**src/rtl/vwd_pkg.sv**
```systemverilog
// ----------------------------------------------------------------------------
// Varint window decoder package
// Shared types and constants for the lanes, the merge and the top level.
// ----------------------------------------------------------------------------
package vwd_pkg;

	localparam int WinBytes = 10;
	localparam int ValW     = 64;
	localparam int LenW     = 4;
	localparam int IdxW     = 4;

	localparam logic [IdxW-1:0] WIN_LEN   = 4'd10;
	localparam logic [IdxW-1:0] LIM_SHORT = 4'd2;
	localparam logic [IdxW-1:0] LIM_WORD  = 4'd5;
	localparam logic [IdxW-1:0] LIM_LONG  = 4'd10;
	localparam logic [7:0]      CONT_BIT  = 8'h80;
	localparam logic [7:0]      PAY_MASK  = 8'h7F;
	localparam logic [7:0]      ALL_ONES  = 8'hFF;

	typedef enum logic [2:0] {
		OP_UINT8  = 3'd0,
		OP_UINT32 = 3'd1,
		OP_UINT64 = 3'd2,
		OP_INT32  = 3'd3,
		OP_INT64  = 3'd4,
		OP_SINT32 = 3'd5,
		OP_SINT64 = 3'd6
	} op_t;

	typedef struct packed {
		logic            incl;
		logic            cont;
		logic            ones;
		logic [ValW-1:0] part;
	} lane_out_t;

	typedef struct packed {
		logic [ValW-1:0] acc;
		logic [LenW-1:0] len;
		logic [2:0]      op;
	} merged_t;

endpackage

```
**src/rtl/vwd_lane.sv**
```systemverilog
// ----------------------------------------------------------------------------
// Varint window decoder lane
// Decides whether one window byte belongs to the varint and places its bits.
// ----------------------------------------------------------------------------
module vwd_lane
	import vwd_pkg::*;
#(
	parameter int LANE = 0
) (
	input  logic [7:0]      byte_in,
	input  logic [IdxW-1:0] limit,
	input  logic [IdxW-1:0] avail,
	input  logic            chain_in,
	output logic            chain_out,
	output lane_out_t       res
);

	localparam logic [IdxW-1:0] IDX   = IdxW'(LANE);
	localparam logic [IdxW-1:0] IDX_1 = IdxW'(LANE + 1);
	localparam int              SH    = 7 * LANE;

	logic       full;
	logic       incl;
	logic [7:0] part8;

	always_comb begin
		full      = (limit == IDX_1);
		incl      = chain_in && (IDX < limit) && (IDX < avail);
		part8     = full ? byte_in : (byte_in & PAY_MASK);
		chain_out = chain_in && ((byte_in & CONT_BIT) != 8'd0);
		res.incl  = incl;
		res.cont  = (byte_in & CONT_BIT) != 8'd0;
		res.ones  = (byte_in == ALL_ONES);
		res.part  = incl ? (ValW'(part8) << SH) : '0;
	end

endmodule

```
**src/rtl/vwd_merge.sv**
```systemverilog
// ----------------------------------------------------------------------------
// Varint window decoder merge
// Combines the lane results into raw value bits and the consumed length.
// ----------------------------------------------------------------------------
module vwd_merge
	import vwd_pkg::*;
(
	input  lane_out_t lanes [WinBytes],
	input  op_t       op,
	output merged_t   res
);

	logic [ValW-1:0] acc;
	logic [LenW-1:0] n;
	logic            fail;
	logic            nxt;
	logic            special;

	always_comb begin
		acc  = '0;
		n    = '0;
		fail = 1'b0;
		for (int i = 0; i < WinBytes; i++) begin
			nxt  = (i == WinBytes - 1) ? 1'b0 : lanes[(i == WinBytes - 1) ? i : i + 1].incl;
			acc  = acc | lanes[i].part;
			if (lanes[i].incl) begin
				n = LenW'(i + 1);
			end
			fail = fail | (lanes[i].incl & ~nxt & lanes[i].cont);
		end
		special = (op == OP_INT32) && fail && lanes[4].cont && lanes[5].ones;
		res.acc = acc;
		res.op  = op;
		if (!lanes[0].incl) begin
			res.len = '0;
		end else if (special) begin
			res.len = WIN_LEN;
		end else if (fail) begin
			res.len = '0;
		end else begin
			res.len = n;
		end
	end

endmodule

```
**src/rtl/varint_window_decoder.sv**
```systemverilog
// ----------------------------------------------------------------------------
// Varint window decoder
// Decodes one base-128 varint, with zig-zag mapping, from a ten byte window.
// ----------------------------------------------------------------------------
//  channel  dir  tdata                                   tuser
//  s_*      in   byte_0..byte_9 [79:0], bytes_available  opcode [2:0]
//                [83:80], zero pad [87:84]
//  m_*      out  decoded_value [63:0], bytes_read [67:64] -
//                zero pad [71:68]
//
// The byte lanes and the merge fill the first register stage, the type width
// and zig-zag mapping fill the output register. One word is accepted in every
// cycle while the output is taken. A stalled output holds the output register,
// and the first stage too while it is full; reset empties them.
// ----------------------------------------------------------------------------
module varint_window_decoder
	import vwd_pkg::*;
(
	input  logic        clk,
	input  logic        arst_n,
	input  logic        s_tvalid,
	output logic        s_tready,
	input  logic [87:0] s_tdata,  // byte_0 .. byte_9, bytes_available
	input  logic [2:0]  s_tuser,  // opcode
	output logic        m_tvalid,
	input  logic        m_tready,
	output logic [71:0] m_tdata   // decoded_value, bytes_read
);

	logic [IdxW-1:0] avail_raw;
	logic [IdxW-1:0] avail;
	logic [IdxW-1:0] limit;
	op_t             op_in;
	logic [WinBytes:0] chain;
	lane_out_t       lanes [WinBytes];
	merged_t         merged;

	merged_t         merged_s1;
	logic            valid_s1;
	logic [ValW-1:0] value_s2;
	logic [LenW-1:0] len_s2;
	logic            valid_s2;

	logic            adv_s1;
	logic            adv_s2;
	logic [ValW-1:0] fin_value;
	logic [31:0]     low32;

	assign avail_raw = s_tdata[8*WinBytes +: IdxW];
	assign avail     = (avail_raw > WIN_LEN) ? WIN_LEN : avail_raw;
	assign op_in     = op_t'(s_tuser);
	assign chain[0]  = 1'b1;

	always_comb begin
		case (op_in)
			OP_UINT8: begin
				limit = LIM_SHORT;
			end
			OP_UINT32, OP_INT32, OP_SINT32: begin
				limit = LIM_WORD;
			end
			OP_UINT64, OP_INT64, OP_SINT64: begin
				limit = LIM_LONG;
			end
			default: begin
				limit = '0;
			end
		endcase
	end

	for (genvar g = 0; g < WinBytes; g++) begin : g_lane
		vwd_lane #(
			.LANE(g)
		) u_lane (
			.byte_in  (s_tdata[8*g +: 8]),
			.limit    (limit),
			.avail    (avail),
			.chain_in (chain[g]),
			.chain_out(chain[g+1]),
			.res      (lanes[g])
		);
	end

	vwd_merge u_merge (
		.lanes(lanes),
		.op   (op_in),
		.res  (merged)
	);

	assign adv_s2   = !valid_s2 || m_tready;
	assign adv_s1   = !valid_s1 || adv_s2;
	assign s_tready = adv_s1;

	always_ff @(posedge clk or negedge arst_n) begin
		if (!arst_n) begin
			valid_s1 <= 1'b0;
			valid_s2 <= 1'b0;
		end else begin
			if (adv_s1) begin
				valid_s1 <= s_tvalid;
			end
			if (adv_s2) begin
				valid_s2 <= valid_s1;
			end
		end
	end

	always_ff @(posedge clk) begin
		if (adv_s1 && s_tvalid) begin
			merged_s1 <= merged;
		end
		if (adv_s2 && valid_s1) begin
			value_s2 <= fin_value;
			len_s2   <= merged_s1.len;
		end
	end

	always_comb begin
		low32 = merged_s1.acc[31:0];
		case (op_t'(merged_s1.op))
			OP_UINT8: begin
				fin_value = {56'd0, merged_s1.acc[7:0]};
			end
			OP_UINT32, OP_INT32: begin
				fin_value = {32'd0, low32};
			end
			OP_SINT32: begin
				fin_value = {32'd0, (low32 >> 1) ^ {32{low32[0]}}};
			end
			OP_SINT64: begin
				fin_value = (merged_s1.acc >> 1) ^ {ValW{merged_s1.acc[0]}};
			end
			default: begin
				fin_value = merged_s1.acc;
			end
		endcase
	end

	assign m_tvalid = valid_s2;
	assign m_tdata  = {4'd0, len_s2, value_s2};

endmodule

```
**config.mk**
```make
export PLATFORM = sky130hd
export DESIGN_NAME = varint_window_decoder
export DESIGN_NICKNAME = d
export VERILOG_FILES = /design/src/rtl/vwd_pkg.sv /design/src/rtl/vwd_lane.sv /design/src/rtl/vwd_merge.sv /design/src/rtl/varint_window_decoder.sv
export SDC_FILE = /design/constraint.sdc
export NUM_CORES = 1
export LEC_CHECK = 0
export ABC_AREA = 1
export BUFFER_PORTS_ARGS = -buffer_cell sky130_fd_sc_hd__clkbuf_2
export CAP_MARGIN = 15
export CORE_MARGIN = 1.5
export CORE_UTILIZATION = 43
export CTS_BUF_LIST = sky130_fd_sc_hd__clkbuf_4 sky130_fd_sc_hd__clkbuf_8
export DETAILED_ROUTE_END_ITERATION = 12
export MAX_ROUTING_LAYER = met4
export PLACE_DENSITY_LB_ADDON = 0.25
export SYNTH_ARGS = -nofsm -noshare
export SYNTH_HDL_FRONTEND = slang
export SYNTH_HIERARCHICAL = 1
export SYNTH_SLANG_ARGS = --single-unit
```
**constraint.sdc**
```tcl
create_clock -name clk -period 6.03 [get_ports clk]
set_input_delay 0.3015 -clock clk [delete_from_list [all_inputs] [get_ports clk]]
set_output_delay 0.3015 -clock clk [all_outputs]
set_load 0.02 [all_outputs]
```
# ---- Word-level counts from Yosys, hierarchy flattened
# Index checks and enable logic that the tools add are counted.
dict set report classes {
  addsub 0
  mul 0
  div_mod_pow 0
  n_lt_le_gt_ge 21
  eq_ne 20
  shifts 0
  n_mux 33
  bitwise_logic 49
  n_reduce_logical 43
}
# operator n
set ops {}
lappend ops {{64-bit one-hot mux with 4 select lines} 1}
lappend ops {{64-bit two-way mux} 2}
lappend ops {{64-bit OR} 2}
lappend ops {{8-bit two-way mux} 10}
lappend ops {{64-bit by 22-bit OR with 64-bit output} 1}
lappend ops {{64-bit by 29-bit OR with 64-bit output} 1}
lappend ops {{64-bit by 36-bit OR with 64-bit output} 1}
lappend ops {{64-bit by 43-bit OR with 64-bit output} 1}
lappend ops {{64-bit by 50-bit OR with 64-bit output} 1}
lappend ops {{64-bit by 57-bit OR with 64-bit output} 1}
lappend ops {{63-bit by 64-bit XOR with 64-bit output} 1}
lappend ops {{57-bit two-way mux} 1}
lappend ops {{50-bit two-way mux} 1}
lappend ops {{4-bit two-way mux} 11}
lappend ops {{43-bit two-way mux} 1}
lappend ops {{36-bit two-way mux} 1}
lappend ops {{1-bit logical AND} 32}
lappend ops {{3-bit by 4-bit less-than comparator with 1-bit output (first input constant)} 8}
lappend ops {{31-bit by 32-bit XOR with 32-bit output} 1}
lappend ops {{29-bit two-way mux} 1}
lappend ops {{22-bit two-way mux} 1}
lappend ops {{1-bit AND} 19}
lappend ops {{4-bit by 3-bit == test with 1-bit output (second input constant)} 4}
lappend ops {{1-bit by 4-bit less-than comparator with 1-bit output (first input constant)} 4}
lappend ops {{23 further kinds} 59}
dict set report word_totals {
  reg_bits 141
  latchBits 0
  ramBits 0
  rom_bits 0
  input_bits 95
  out_inout_bits 74
  word_cells 175
  mem_count 0
}

# ---- Logic depth before layout (Yosys ltp)
# Gate-level depths: netlist (run 1).
dict set report depth {
  word_depth 22
  ltp_mapped 32
  depth_no_buf 31
}

# ---- Cells and area by module
# Netlist (run 1), hierarchy kept.
# module n_inst cells_per_inst area_per_inst_um2 seq_area_each_um2
set modules_own_cells {}
lappend modules_own_cells {varint_window_decoder 1 466 6024.5 4224.1}
lappend modules_own_cells {vwd_merge 1 320 1694.1 0.0}
lappend modules_own_cells {{vwd_lane (g_lane[6].u_lane)} 1 88 588.1 0.0}
lappend modules_own_cells {{vwd_lane (g_lane[8].u_lane)} 1 92 586.8 0.0}
lappend modules_own_cells {{vwd_lane (g_lane[5].u_lane)} 1 91 584.3 0.0}
lappend modules_own_cells {{vwd_lane (g_lane[7].u_lane)} 1 93 583.1 0.0}
lappend modules_own_cells {{vwd_lane (g_lane[4].u_lane)} 1 90 580.6 0.0}
lappend modules_own_cells {{vwd_lane (g_lane[0].u_lane)} 1 90 576.8 0.0}
lappend modules_own_cells {{vwd_lane (g_lane[1].u_lane)} 1 89 576.8 0.0}
lappend modules_own_cells {{vwd_lane (g_lane[2].u_lane)} 1 88 571.8 0.0}
lappend modules_own_cells {{vwd_lane (g_lane[3].u_lane)} 1 89 563.0 0.0}
lappend modules_own_cells {{vwd_lane (g_lane[9].u_lane)} 1 81 555.5 0.0}

# ---- Worst setup path after synthesis (run 1)
# OpenSTA, ideal clock, no wires.
dict set report synth_timing {
  path_type {flip-flop to flip-flop}
  startpoint {reg valid_s2 (netlist: m_tvalid)}
  endpoint {reg len_s2[0] (enable)}
  setup_ns 0.517
  t_arrival_ns 3.827
  required_time_ns 5.513
  slack_ns 1.687
  path_stages_with_launch 2
  path_buffers 0
  synth_period_minus_slack_ns 4.343
  cell_sequence {dfrtp_1 -> a21oi_1}
}
dict set report synth_between {
  elab_chain_len 3
}
# item line
set synth_rtl {}
lappend synth_rtl {{start: declaration} varint_window_decoder.sv:42} ;# logic valid_s2;
lappend synth_rtl {{start signal: assignment} varint_window_decoder.sv:103} ;# valid_s2 <= valid_s1;
lappend synth_rtl {{1-bit zero test} varint_window_decoder.sv:90} ;# assign adv_s2 = !valid_s2 || m_tready;
lappend synth_rtl {{1-bit logical OR} varint_window_decoder.sv:90}
lappend synth_rtl {{1-bit logical AND} varint_window_decoder.sv:112} ;# if (adv_s2 && valid_s1) begin
lappend synth_rtl {{end signal: assignment} varint_window_decoder.sv:114} ;# len_s2 <= merged_s1.len;
lappend synth_rtl {{end: declaration} varint_window_decoder.sv:41} ;# logic [LenW-1:0] len_s2;
# Every way passes these cells.
# A chain may end at the register's enable or synchronous reset.

==> run_results.csv, run 1 <==
group,metric,value,unit
flow_run,max-cap-violations,0,
clock_tree,tritoncts,"done",
synth,synthesis.area,13300,sq um
run_status,status,"completed",
clock_tree,clock_sink_count,141,
route,detail_route.drc_violations,0,
setup_path,timing_worst_setup_path_type,"input pin to flop",
pwr,power.leakage,5.94,nW
sta,setup_viol,0,
setup_path,critical_path.top_delay_family,"simple AND/OR/NAND/NOR gates",
sta,finalHoldViolations,0,
clock_tree,cts.clk_slew.worst_paths,90,ps
final_layout,multi_input_comb_area,6140,sq um
grt,grt_first_pass_wirelength,37600,um
synth,synthesis.area_per_instance,8.11,sq um
setup_path,reg2regPathDepth,7,
clock_tree,cts.hold.buffers_added,1,
final_layout,area.sequential,4220,sq um
final_layout,layout-area-overhead-vs-synth,-5.35,%
clock_tree,clk-insertion-delay-late,460,ps
placement,routabilityCongestion,0.817,
die,io_pins,169,
die,start_util,43.6,%
setup_path,cp.depth,32,
route,dr_total_vias,8377,
die,cell_row_count,64,
sta,fmax,400,MHz
die,die_h,179,um
die,die_area,32000,sq um
setup_path,critPathMaxStageDelay,120,ps
setup_path,slowest_stage,"sky130_fd_sc_hd__clkbuf_2",
grt,groute.usage.overall,15.8,%
setup_path,critPathRequiredTime,6250,ps
route,routed_via_density,3.87,
setup_path,cp.arrival,2720,ps
sta,report.final.slew_viol_count,0,
setup_path,reg2reg_slack,3890,ps
final_layout,layout.nets,1851,
setup_path,crit_path_buffers_inverters,12,
die,floorplan.die.width,179,um
route,first_iter_violations,321,
placement,i_o_buffers,154,
route,drt_first_pass_iters,5,
worst_hold_path,worst_hold_path_type,"input pin to flop",
clock_tree,clockBufferDepth,2,
clock_tree,cts-htree-levels,4,
sta,timing.final.crit_period,2500,ps
pwr,vdd_ir_drop_max,0.111,mV
pwr,overall_power,2.45,mW
sta,fin_setup_tns,0,ps
grt,grt_overflow,0,
setup_path,element_type_at_the_critical_path_end,"flop",
sta,grt_setup_unrepaired,"no",
setup_path,crit_path_max_fanout,4,
synth,post_synth_inst_count,1640,
pwr,power.density,195,nW/um^2
setup_path,critical_r2r_capture,"value_s2[31]$_DFFE_PP_",
sta,worst_clock_skew,12.7,ps
route,wirelength,23500,um
clock_tree,numCtsBuffers,17,
final_layout,drive_above_1_share,13.3,%
route,drt-wirelength-per-cell,10.8,um
setup_path,worstSetupStartpointType,"input pin",
synth,yosysWarnings,6,
clock_tree,clk_root_buffer_cell,"sky130_fd_sc_hd__clkbuf_8",
route,route.antenna.remaining_nets,0,
setup_path,timing.critical_path.to,"merged_s1[4]$_DFFE_PP_",
grt,grt_antenna_before_repair,0,
sta,worst_hold_slack,77.6,ps
setup_path,worst_r2r_startpoint,"low32[0]$_DFFE_PP_",
grt,grt_max_degree,94,
die,floorplan.core_area,30500,sq um
sta,tightest_slew,1020,ps
clock_tree,postCtsSetupRepairBufs,0,
sta,timing.slew.headroom,31.7,%
grt,grt_pass1_vias,7637,
final_layout,filler_cell_count,3144,
sta,layout_worst_path_cycle_share,41.4,%
clock_tree,cts_resized,0,
placement,dpl.hpwl,16900,um
final_layout,antenna_cells,0,
setup_path,worstSetupStartpoint,"s_tdata[7]",
setup_path,crit_top_cell,"sky130_fd_sc_hd__nand2_1",
==> worst min path at each step <==
stage	from	to	slack [ps]	cells after the start
6_report	s_tvalid	valid_s1$_DFFE_PN0N_	80	3
5_1_grt	s_tvalid	valid_s1$_DFFE_PN0N_	50	3
4_1_cts	s_tvalid	valid_s1$_DFFE_PN0N_	40	3
3_5_place_dp	arst_n	valid_s1$_DFFE_PN0N_	90	1
3_3_place_gp	arst_n	valid_s1$_DFFE_PN0N_	90	1
2_1_floorplan	arst_n	m_tvalid$_DFFE_PN0P_	6	0
==> power breakdown <==
part / leakage (nW) / switching [mW] / internal (mW) / total, mW
registers: 1.16 / 0.0258 / 1.16 / 1.19
clock network: 0.210 / 0.439 / 0.384 / 0.823
logic: 4.58 / 0.314 / 0.127 / 0.441
==> layout make-up <==
| class | instances | share of cell area (%) |
|---|---|---|
| multi-input combinational | 1307 | 48.8 |
| sequential | 141 | 33.5 |
| timing repair buffer | 164 | 6.80 |
| tap | 396 | 3.93 |
| inverter | 125 | 3.74 |
| clock buffer | 17 | 1.86 |
| clock inverter | 15 | 1.37 |
==> stage by stage <==
| stage | cells | worst slack (ps) | instance area [sq um] | utilization, % |
|---|---|---|---|---|
| 2_1_floorplan | 2202 | 1690 | 15400 | - |
| 3_3_place_gp | 2131 | 3070 | 12200 | 39.9 |
| 3_5_place_dp | 2131 | 3030 | 12200 | 39.9 |
| 4_1_cts | 2164 | 3550 | 12600 | 41.2 |
| 5_1_grt | 2165 | 3230 | 12600 | 41.3 |
| 6_report | 2165 | 3530 | 12600 | 41.3 |
==> worst min-delay path: stages <==
cell,delay [ps]
sky130_fd_sc_hd__clkbuf_2,70
sky130_fd_sc_hd__nand2_1,70
sky130_fd_sc_hd__nand2_1,60
==> sequential cells by signal, summed over array words and instances, names as in the netlist <==
signal     count
value_s2      64
merged_s1     39
valid_s1       1
len_s2         4
low32         32
m_tvalid       1
==> layout by cell type, fill, tap and decap left out, types with 7 or more instances in the layout <==
master                       n
sky130_fd_sc_hd__o21ai_1     9
sky130_fd_sc_hd__clkbuf_8   17
sky130_fd_sc_hd__inv_1     118
sky130_fd_sc_hd__xnor2_1    31
sky130_fd_sc_hd__conb_1    574
sky130_fd_sc_hd__nand4_1    64
sky130_fd_sc_hd__nand2_1   125
sky130_fd_sc_hd__clkbuf_2  154
sky130_fd_sc_hd__nand2_2    11
sky130_fd_sc_hd__o21ai_0    30
sky130_fd_sc_hd__nor4_1    128
sky130_fd_sc_hd__nor2_1    173
sky130_fd_sc_hd__inv_6       7
sky130_fd_sc_hd__buf_4       8
sky130_fd_sc_hd__nand3_4     9
sky130_fd_sc_hd__xor2_1     27
sky130_fd_sc_hd__edfxtp_1  139
sky130_fd_sc_hd__nand3_1   106
==> metal layers <==
metal / part of all wire [%] / up-vias / track usage (%)
met5: 0 / - / -
met3: 3.9 / 27 / 2.23
met1: 45 / 3661 / 19.0
li1: - / 4523 / -
met4: 2.0 / 0 / 5.03
met2: 49 / 166 / 27.2
(Power assumes the default switching activity.)
==> run 2, diff against run 1 <==
clock period = 2.04 ns   (was 6.03 ns; I/O delays follow)
==> run_results.csv, run 2 (synthesis gave the netlist of run 1 again) <==
group,metric,value,unit
sta,layout_worst_path_cycle_share,88.0,%
setup_path,crit_path_buffers_inverters,12,
clock_tree,cts-htree-levels,4,
final_layout,top_register,"value_s2",
final_layout,antenna_cells,0,
setup_path,critical_path.top_delay_family,"simple AND/OR/NAND/NOR gates",
grt,grt_antenna_before_repair,0,
final_layout,fin_cells,2213,
pwr,power.leakage,6.17,nW
sta,worst_clock_skew,9.82,ps
sta,timing.slew.headroom,27.7,%
grt,grt_first_pass_wirelength,38000,um
grt,grt_max_degree,72,
die,floorplan.die.width,179,um
die,die_h,179,um
run_status,status,"completed",
setup_path,crit_path_max_fanout,4,
grt,grt_overflow,0,
grt,groute.usage.overall,15.9,%
placement,i_o_buffers,154,
grt,grt_pass1_vias,7966,
placement,routabilityCongestion,0.818,
route,detail_route.drc_violations,0,
die,start_util,43.6,%
clock_tree,numCtsBuffers,17,
route,routed_via_density,3.85,
placement,detailedPlace.worstSlack,-368,ps
placement,dpl.hpwl,17800,um
route,drt-wirelength-per-cell,10.7,um
flow_run,max-cap-violations,0,
route,dr_total_vias,8522,
clock_tree,cts.clk_slew.worst_paths,80,ps
route,wirelength,23700,um
die,floorplan.core_area,30500,sq um
setup_path,element_type_at_the_critical_path_end,"flop",
final_layout,layout-area-overhead-vs-synth,-1.43,%
final_layout,largest_register_ffs,64,
setup_path,critPathMaxStageDelay,120,ps
final_layout,layout_common_cells,"sky130_fd_sc_hd__conb_1 (574), sky130_fd_sc_hd__nor2_1 (173), sky130_fd_sc_hd__clkbuf_2 (153), sky130_fd_sc_hd__edfxtp_1 (139), sky130_fd_sc_hd__nor4_1 (128)",
worst_hold_path,worst_hold_path_type,"input pin to flop",
clock_tree,clk-insertion-delay-late,450,ps
pwr,power.density,554,nW/um^2
clock_tree,tritoncts,"done",
die,io_pins,169,
placement,dp_cells,2172,
sta,finalHoldViolations,0,
route,first_iter_violations,408,
setup_path,worstSetupStartpointType,"input pin",
pwr,vdd_ir_drop_max,0.391,mV
sta,timing.final.crit_period,1800,ps
sta,setup_viol,0,
final_layout,layout_commonest_cell,"sky130_fd_sc_hd__conb_1",
pwr,overall_power,7.26,mW
setup_path,reg2reg_slack,260,ps
setup_path,cp.arrival,2000,ps
final_layout,drive_above_1_share,16.2,%
setup_path,critPathRequiredTime,2240,ps
die,die_area,32000,sq um
setup_path,slowest_stage,"sky130_fd_sc_hd__buf_4",
final_layout,post_layout_util,43.0,%
route,route.antenna.remaining_nets,0,
sta,fmax,557,MHz
setup_path,crit_top_cell,"sky130_fd_sc_hd__nand2_1",
sta,fin_setup_tns,0,ps
sta,tightest_slew,1080,ps
die,cell_row_count,64,
setup_path,timing_worst_setup_path_type,"input pin to flop",
route,drt_first_pass_iters,4,
clock_tree,clockBufferDepth,2,
sta,final_worst_slack,244,ps
clock_tree,clock_sink_count,141,
sta,grt_setup_unrepaired,"no",
clock_tree,clk_root_buffer_cell,"sky130_fd_sc_hd__clkbuf_8",
sta,report.final.slew_viol_count,0,
final_layout,layout.nets,1899,
## run 2: cell types whose count changed in the layout (fill, tap and decap cells not counted), sizes merged
| cell | before | now |
|---|---|---|
| clkinv | 5 | 8 |
| inv | 133 | 125 |
| bufinv | 2 | 3 |
| dlygate4sd3 | 1 | 8 |
| clkbuf | 171 | 170 |
| clkinvlp | 0 | 4 |
| buf | 9 | 51 |
## run 2: final cells by class
| cell class | instances | area [sq um] |
|---|---|---|
| Clock buffer | 17 | 234 |
| Clock inverter | 15 | 171 |
| Fill cell | 3162 | 17400 |
| Inverter | 125 | 488 |
| Multi-Input combinational cell | 1307 | 6210 |
| Sequential cell | 141 | 4230 |
| Tap cell | 396 | 495 |
| Timing Repair Buffer | 212 | 1290 |
## run 2: through the flow
| stage | hold WS, ps | instance area, sq um |
|---|---|---|
| global route | 66.5 | 13100 |
| detailed placement | -110 | 12600 |
| floorplan | -194 | 15500 |
| finish | 68.0 | 13100 |
| global placement | -111 | 12600 |
| CTS | 31.5 | 13100 |
## run 2: repair_timing
item / CTS / global route
gates resized for setup: 0 / 7
endpoints found under the setup margin: 0 / 4
endpoints found under the hold margin: 7 / 0
setup buffers: 0 / 1
hold buffers: 8 / 0
## run 2: worst reg2reg max path: cells and delay by family (launching register included)
family | cells | cell delay [ps]
flops | 1 | 490
simple gates | 3 | 1160
## run 2: power by group
part | internal, mW | switching (mW) | leakage, nW | total (mW)
Sequential | 3.43 | 0.0787 | 1.15 | 3.51
Combinational | 0.445 | 0.956 | 4.82 | 1.40
Clock | 1.21 | 1.15 | 0.200 | 2.35
Total | 5.08 | 2.18 | 6.17 | 7.26
## run 2: path summary, 6_finish.rpt
check,from,endpoint,cells past startpoint
max,s_tdata[7],merged_s1[6]$_DFFE_PP_,32
min,s_tdata[19],low32[17]$_DFFE_PP_,5
max reg2reg,merged_s1[2]$_DFFE_PP_,value_s2[19]$_DFFE_PP_,3
min reg2reg,merged_s1[6]$_DFFE_PP_,len_s2[3]$_DFFE_PP_,0
max in group asynchronous,arst_n,m_tvalid$_DFFE_PN0P_,3
min in group asynchronous,arst_n,m_tvalid$_DFFE_PN0P_,3
## run 2: per-layer routing
metal	global-route usage, %	part of all wire [%]	up-vias
met1	19.5	47	3749
met5	-	0	-
met3	2.27	2.9	20
li1	-	-	4619
met2	27.2	49	134
met4	4.69	1.5	0
